[config.mk]
export PLATFORM = sky130hd
export DESIGN_NAME = wes_stencil
export DESIGN_NICKNAME = d
export VERILOG_FILES = /design/src/design/wes_pkg.sv /design/src/design/wes_stencil.sv
export SDC_FILE = /design/constraint.sdc
export NUM_CORES = 2
export LEC_CHECK = 0
export ABC_CLOCK_PERIOD_IN_PS = 19200
export BUFFER_PORTS_ARGS = -buffer_cell sky130_fd_sc_hd__buf_2
export CORE_MARGIN = 3
export CORE_UTILIZATION = 55
export DETAILED_ROUTE_END_ITERATION = 16
export GPL_TIMING_DRIVEN = 0
export HOLD_SLACK_MARGIN = 0.12
export PLACE_DENSITY = 0.77
export SKIP_CTS_REPAIR_TIMING = 1
export SYNTH_ARGS = -nofsm -noshare
export SYNTH_HDL_FRONTEND = slang
export SYNTH_SLANG_ARGS = --single-unit
export TNS_END_PERCENT = 20
[constraint.sdc]
create_clock -name clk -period 19.2 [get_ports clk]
set_input_delay 3.84 -clock clk [delete_from_list [all_inputs] [get_ports clk]]
set_output_delay 3.84 -clock clk [all_outputs]
set_load 0.05 [all_outputs]
[src/design/wes_pkg.sv]
package wes_pkg;

  localparam int GRID   = 128;
  localparam int IDX_W  = $clog2(GRID);
  localparam int ADDR_W = 2 * IDX_W;
  localparam int DEPTH  = GRID * GRID;

  localparam int SAMPLE_W = 24;
  localparam int OP_W     = 2;
  localparam int COEF_W   = 16;
  localparam logic [COEF_W-1:0] COEF_RESET = 16'd655;

  // sum of four neighbours minus four times the centre needs three extra bits; LAP_W keeps four
  localparam int LAP_W      = SAMPLE_W + 4;
  localparam int PROD_W     = COEF_W + 1 + LAP_W;
  localparam int FRAC_SHIFT = 16;
  localparam int ROUND_HALF = 1 << (FRAC_SHIFT - 1);
  localparam int TERM_W     = PROD_W - FRAC_SHIFT;
  localparam int SUM_W      = TERM_W + 2;

  localparam logic signed [SAMPLE_W-1:0] SAMPLE_MAX = {1'b0, {(SAMPLE_W-1){1'b1}}};
  localparam logic signed [SAMPLE_W-1:0] SAMPLE_MIN = {1'b1, {(SAMPLE_W-1){1'b0}}};

  // drain length, covering the stencil registers between the final read issue of the last point and its write
  localparam int DRAIN_CYCLES = 3;
  localparam int DRAIN_W      = $clog2(DRAIN_CYCLES);

  localparam logic [OP_W-1:0] OP_LOAD    = 2'd0;
  localparam logic [OP_W-1:0] OP_ADVANCE = 2'd1;
  localparam logic [OP_W-1:0] OP_READ    = 2'd2;

  typedef struct packed {
    logic [OP_W-1:0]            opcode;
    logic [IDX_W-1:0]           row;
    logic [IDX_W-1:0]           column;
    logic signed [SAMPLE_W-1:0] sample_in;
  } wes_item_t;

  typedef struct packed {
    logic signed [SAMPLE_W-1:0] sample_out;
    logic [OP_W-1:0]            done_opcode;
  } wes_result_t;

  typedef struct packed {
    logic                       valid;
    logic [ADDR_W-1:0]          addr;
    logic signed [SAMPLE_W-1:0] data;
  } wes_write_t;

  // read issue for one grid point, first or second half of its slot
  typedef struct packed {
    logic              phase_a;
    logic              phase_b;
    logic              edge_pt;
    logic [ADDR_W-1:0] addr;
  } wes_issue_t;

  typedef enum logic [2:0] {
    ST_IDLE,
    ST_READ,
    ST_SWEEP,
    ST_DRAIN,
    ST_FINISH
  } wes_state_t;

endpackage

[src/design/wes_stencil.sv]
module wes_stencil (
  input  logic                                clk,
  input  logic                                rst,
  input  logic [wes_pkg::COEF_W-1:0]          courant_squared,
  input  wes_pkg::wes_issue_t                 issue,
  input  logic signed [wes_pkg::SAMPLE_W-1:0] cur_rd0,
  input  logic signed [wes_pkg::SAMPLE_W-1:0] cur_rd1,
  input  logic signed [wes_pkg::SAMPLE_W-1:0] nxt_rd0,
  output wes_pkg::wes_write_t                 wr
);
  import wes_pkg::*;

  logic                       iss_a_d;
  logic                       iss_b_d;
  logic                       iss_edge_d;
  logic [ADDR_W-1:0]          iss_addr_d;

  logic signed [SAMPLE_W-1:0] right_r;
  logic signed [SAMPLE_W-1:0] up_r;
  logic signed [SAMPLE_W-1:0] prev_r;
  logic signed [SAMPLE_W-1:0] left_r;

  logic                       m_valid;
  logic                       m_edge;
  logic [ADDR_W-1:0]          m_addr;
  logic signed [LAP_W-1:0]    lap_r;
  logic signed [SAMPLE_W-1:0] m_c;
  logic signed [SAMPLE_W-1:0] m_p;

  logic                       f_valid;
  logic                       f_edge;
  logic [ADDR_W-1:0]          f_addr;
  logic signed [PROD_W-1:0]   prod_r;
  logic signed [SAMPLE_W-1:0] f_c;
  logic signed [SAMPLE_W-1:0] f_p;

  logic signed [LAP_W-1:0]    lap_next;
  logic signed [PROD_W-1:0]   prod_next;
  logic signed [PROD_W-1:0]   rnd;
  logic signed [TERM_W-1:0]   term;
  logic signed [SUM_W-1:0]    sum;
  logic signed [SAMPLE_W-1:0] sat;

  // in the second half of a slot rd0 holds the point below and rd1 the centre
  always_comb begin
    lap_next = LAP_W'(up_r) + LAP_W'(cur_rd0) + LAP_W'(left_r) + LAP_W'(right_r)
             - (LAP_W'(cur_rd1) <<< 2);
    prod_next = PROD_W'($signed({1'b0, courant_squared})) * PROD_W'(lap_r);
    rnd  = prod_r + PROD_W'(ROUND_HALF);
    term = TERM_W'(rnd >>> FRAC_SHIFT);
    sum  = SUM_W'(term) + (SUM_W'(f_c) <<< 1) - SUM_W'(f_p);
    if (sum > SUM_W'(SAMPLE_MAX)) begin
      sat = SAMPLE_MAX;
    end else if (sum < SUM_W'(SAMPLE_MIN)) begin
      sat = SAMPLE_MIN;
    end else begin
      sat = SAMPLE_W'(sum);
    end
  end

  always_ff @(posedge clk) begin
    if (rst) begin
      iss_a_d <= 1'b0;
      iss_b_d <= 1'b0;
      m_valid <= 1'b0;
      f_valid <= 1'b0;
    end else begin
      iss_a_d <= issue.phase_a;
      iss_b_d <= issue.phase_b;
      m_valid <= iss_b_d;
      f_valid <= m_valid;
    end
  end

  always_ff @(posedge clk) begin
    iss_edge_d <= issue.edge_pt;
    iss_addr_d <= issue.addr;
    if (iss_a_d) begin
      right_r <= cur_rd0;
      up_r    <= cur_rd1;
      prev_r  <= nxt_rd0;
    end
    if (iss_b_d) begin
      lap_r  <= lap_next;
      m_c    <= cur_rd1;
      m_p    <= prev_r;
      m_addr <= iss_addr_d;
      m_edge <= iss_edge_d;
      // centre of this point is the left neighbour of the next
      left_r <= cur_rd1;
    end
    prod_r <= prod_next;
    f_c    <= m_c;
    f_p    <= m_p;
    f_addr <= m_addr;
    f_edge <= m_edge;
  end

  assign wr = '{valid: f_valid, addr: f_addr,
                data: f_edge ? '0 : sat};

endmodule

======== After elaboration in Yosys (flattened, before gate mapping) ========
Index checks and enable logic that the tools add are counted.
operators by class
  magnitude comparators ................... 2
  muxes and demuxes ....................... 3
  multipliers ............................. 1
  $add $sub $neg .......................... 7
operators by type and width
  cell                    count
  $mux 24                 3
  $add 45x17->45 const B  1
  $mul 17x28->45          1
  $gt 31x24->1 const B    1
  $lt 31x24->1 const B    1
  $sub 30x24->31          1
  $add 29x25->30          1
  $sub 27x26->28          1
  $add 26x24->27          1
  $add 25x24->26          1
  $add 24x24->25          1
storage, ports and cells
  output and inout port bits .............. 39
  register bits after elaboration ......... 290

======== Longest topological paths before layout ========
  depth after elaboration ................. 7
  gate-level depth with buffers ........... 24
  depth with buffers taken out ............ 22

======== Worst setup path after synthesis ========
No wires, ideal clock.
  path type ............................... input -> register
  start ................................... input port courant_squared[2] in the netlist's numbering
  end ..................................... register prod_r[39]
  data required time ...................... 19.073 ns
  library setup time ...................... 0.127 ns
  slack ................................... 9.475 ns
  cell stages on the path ................. 22
  data arrival time ....................... 9.599 ns
  cell sequence ........................... clkbuf_1 clkbuf_1 nand2_1 fa_1 fa_1 fa_1 inv_1 fa_1 fa_1 inv_1 fa_1 inv_1 ha_1 a211oi_1 nor2_1 nor4_1 and3_1 nor4_1 or2_2 a211oi_1 o21ai_0 xor2_1
on the way
  word-level cells in the longest chain between the ends .. 1
RTL lines
  element                 RTL line           text
  start: declaration      wes_stencil.sv:4   input logic [wes_pkg::COEF_W-1:0] courant_squared,
  $mul 17x28->45          wes_stencil.sv:48  prod_next = PROD_W'($signed({1'b0, courant_squared})) * PROD_W'(lap_r);
  via prod_next[39]       wes_stencil.sv:38  logic signed [PROD_W-1:0] prod_next;
  end signal: assignment  wes_stencil.sv:92  prod_r <= prod_next;
  end: declaration        wes_stencil.sv:33  logic signed [PROD_W-1:0] prod_r;
The timed path passes the listed nets, and every way through them passes these cells.
A chain may end at the register's enable or synchronous reset.

==> flow_metrics.py <==
metrics = {
    "sta": {
        "post-route-min-period_ns": 11.26,
        "finalSetupViolations": 0,
        "slew_viol_final": 0,
        "fin_crit_sh": 0.587,
        "fmax_mhz": 88.8,
        "worst_pin_slew_ns": 1.37,
        "skew_ns": 0.0221,
        "max_slew_margin": 0.0630,
        "final_hold_viol_count": 0,
        "rsz0062_at_grt": "no",
        "final.setup.tns_ns": 0,
    },
    "placed_design": {
        "hpwlAfterDp_um": 58000,
        "gp_congestion": 0.934,
        "numPortBuffers": 134,
    },
    "cts": {
        "clkSinkCount": 275,
        "clock_latency_ns": 0.54,
        "cts_tree": "yes",
        "cts_buffer_depth": 3,
        "cts_made_buffers": 25,
        "root_buffer": "clkbuf_16",
        "htreeDepth": 1,
        "clk_pin_slew_ns": 0.07,
    },
    "flow_run": {
        "timing.max_cap.violations": 0,
    },
    "global_route": {
        "grt_max_degree": 60,
        "antenna_found_initial": 2,
        "grt_first_pass_wirelength_um": 114000,
        "track_usage": 0.270,
        "grt_pass1_vias": 21600,
        "grt.overflow.total": 0,
    },
    "floorplanning": {
        "start_util": 0.558,
        "num_io_pins": 146,
        "rows": 83,
        "core_area_mm2": 0.0515,
        "dieWidth_um": 235,
        "die_area_mm2": 0.0550,
        "die_h_um": 235,
    },
    "critical_path": {
        "slowest_delay_ns": 1.00,
        "critPathRequiredTime_ns": 15.36,
        "critical_path_buf_inv_count": 4,
        "crit_arrival_ns": 7.42,
        "cpLargestDelayFamily": "simple AND/OR/NAND/NOR gates",
        "path_cells": "and3_1, and3_1, nand3_1, nor4_1, nand3_1, xor2_1, fa_1, inv_1, ha_1, clkbuf_1, a21o_1, a21o_1, a21o_1, nor2_1, or3b_1, nand3_1, or3b_2, a41oi_1, buf_2, a21oi_2, buf_2",
        "crit_slowest_cell": "nor4_1",
        "worstSetupStartpoint": "prod_r[21]",
        "r2r_setup_slack_ns": 11.77,
        "r2r-start": "lap_r[11]",
        "critPathCaptureType": "output pin",
        "critPathLaunchType": "flop",
        "worstSetupPathType": "flop to output pin",
        "cp_max_fo": 10,
    },
    "synthesis": {
        "synth.cell_area_mm2": 0.0287,
        "synth_nets": 3568,
        "synth-seq-cells": 275,
        "syn-instance-count": 2757,
        "synthArstFlopShare": 0,
        "synth_cell_type_count": 67,
        "synthFlopType": "edfxtp_1",
        "syn_area_per_cell_um2": 10.4,
        "ys_seq_area_frac": 0.248,
        "synth_warnings": 0,
        "synth_edf_count": 163,
    },
    "cells_and_area": {
        "drive_above_1_share": 0.0749,
        "syn2layout_area_growth_pct": 8.59,
        "fillers": 4273,
        "multi_input_area_mm2": 0.0187,
        "ff_latch_area_mm2": 0.00714,
        "fin_nets": 3731,
        "layout_commonest_cell": "inv_1",
        "final_cell_mix": "inv_1, fa_1, nand2_1",
    },
    "routing": {
        "vias": 19500,
        "first_iter_violations": 1308,
        "drc": 0,
        "ant_nets": 0,
        "routedWlPerCell_um": 19.7,
        "wl_um": 71300,
        "first_pass_iters": 5,
        "viasPerCell": 5.39,
    },
    "outcome": {
        "status": "finished, final reports clean",
    },
    "worst_hold_path": {
        "hp-class": "flop to flop",
        "min_from": "m_p[19]",
    },
}
==> area by class of cell <==
class	instances	share of cell area
clock buffer	33	0.0230
multi-input combinational	1729	0.601
tap	680	0.0273
sequential	275	0.229
inverter	671	0.0807
clock inverter	13	0.00505
timing repair buffer	136	0.0233
buffer	82	0.0105
antenna	4	0.000321
==> cells by family after synthesis <==
family	Yosys count	share of synthesized area
AOI/OAI and AO/OA	242	0.0570
xor gates and xnor gates	112	0.0341
adders and majority gates	704	0.447
buffers and inverters	753	0.0991
DFF	275	0.248
muxes	1	0.000348
and+or+nand+nor	670	0.114
==> stage by stage <==
stage,area [um^2],std cells,setup WS (ns),util,hold slack [ns]
finish,31200,3623,7.94,0.606,0.343
floorplan,28700,2757,9.47,-,0.323
global route,31200,3619,7.72,0.605,0.351
CTS,31200,3619,8.15,0.605,0.342
global placement,30300,3571,7.76,0.587,0.324
detailed placement,30300,3573,7.73,0.588,0.327
==> sequential cells by signal, indices dropped and copies added, names as in the netlist <==
name,cells
m_p,24
m_valid,1
iss_a_d,1
m_c,24
prod_r,30
iss_b_d,1
m_edge,1
iss_edge_d,1
m_addr,14
f_addr,14
f_c,24
f_edge,1
right_r,24
f_valid,1
lap_r,28
prev_r,24
iss_addr_d,14
up_r,24
f_p,24
==> metal layers <==
layer,global-route usage,vias up,wire [um]
met1,0.328,9956,26300
met3,0.0440,217,4580
met5,0,-,11
li1,-,8673,-
met2,0.473,688,36100
met4,0.125,2,4220
==> cell usage after synthesis (all sizes together) (2+ instances only) <==
cell | count | area [um^2]
a211o | 2 | 17.5
a211oi | 11 | 87.6
a21boi | 4 | 30.0
a21o | 34 | 255
a21oi | 92 | 539
a311oi | 2 | 17.5
a31o | 2 | 17.5
a31oi | 9 | 56.3
a41o | 2 | 20.0
a41oi | 2 | 17.5
and2 | 188 | 1180
and3 | 14 | 87.6
and4 | 9 | 81.3
buf | 8 | 51.3
clkbuf | 74 | 278
dfxtp | 112 | 2240
edfxtp | 163 | 4890
fa | 537 | 10800
ha | 167 | 2090
inv | 671 | 2520
nand2 | 318 | 1190
nand2b | 13 | 81.3
nand3 | 29 | 145
nand4 | 8 | 50.1
nor2 | 44 | 165
nor2b | 16 | 100
nor3 | 15 | 75.1
nor4 | 3 | 18.8
o211ai | 8 | 65.1
o21a | 7 | 52.6
o21ai | 35 | 175
o21bai | 11 | 82.6
o22ai | 2 | 12.5
o31ai | 4 | 30.0
o41a | 2 | 22.5
o41ai | 2 | 36.3
or2 | 6 | 37.5
or3b | 3 | 26.3
xnor2 | 72 | 631
xor2 | 40 | 350
==> path summary, 6_finish.rpt <==
kind,endpoint,cells past startpoint
max,wr[12],21
min,f_p[19],0
max reg2reg,prod_r[39],20
min reg2reg,f_p[19],0
Power is left out: the tool's default activity adds up to more than one toggle a clock period on the data nets, which glitch-free logic cannot reach.
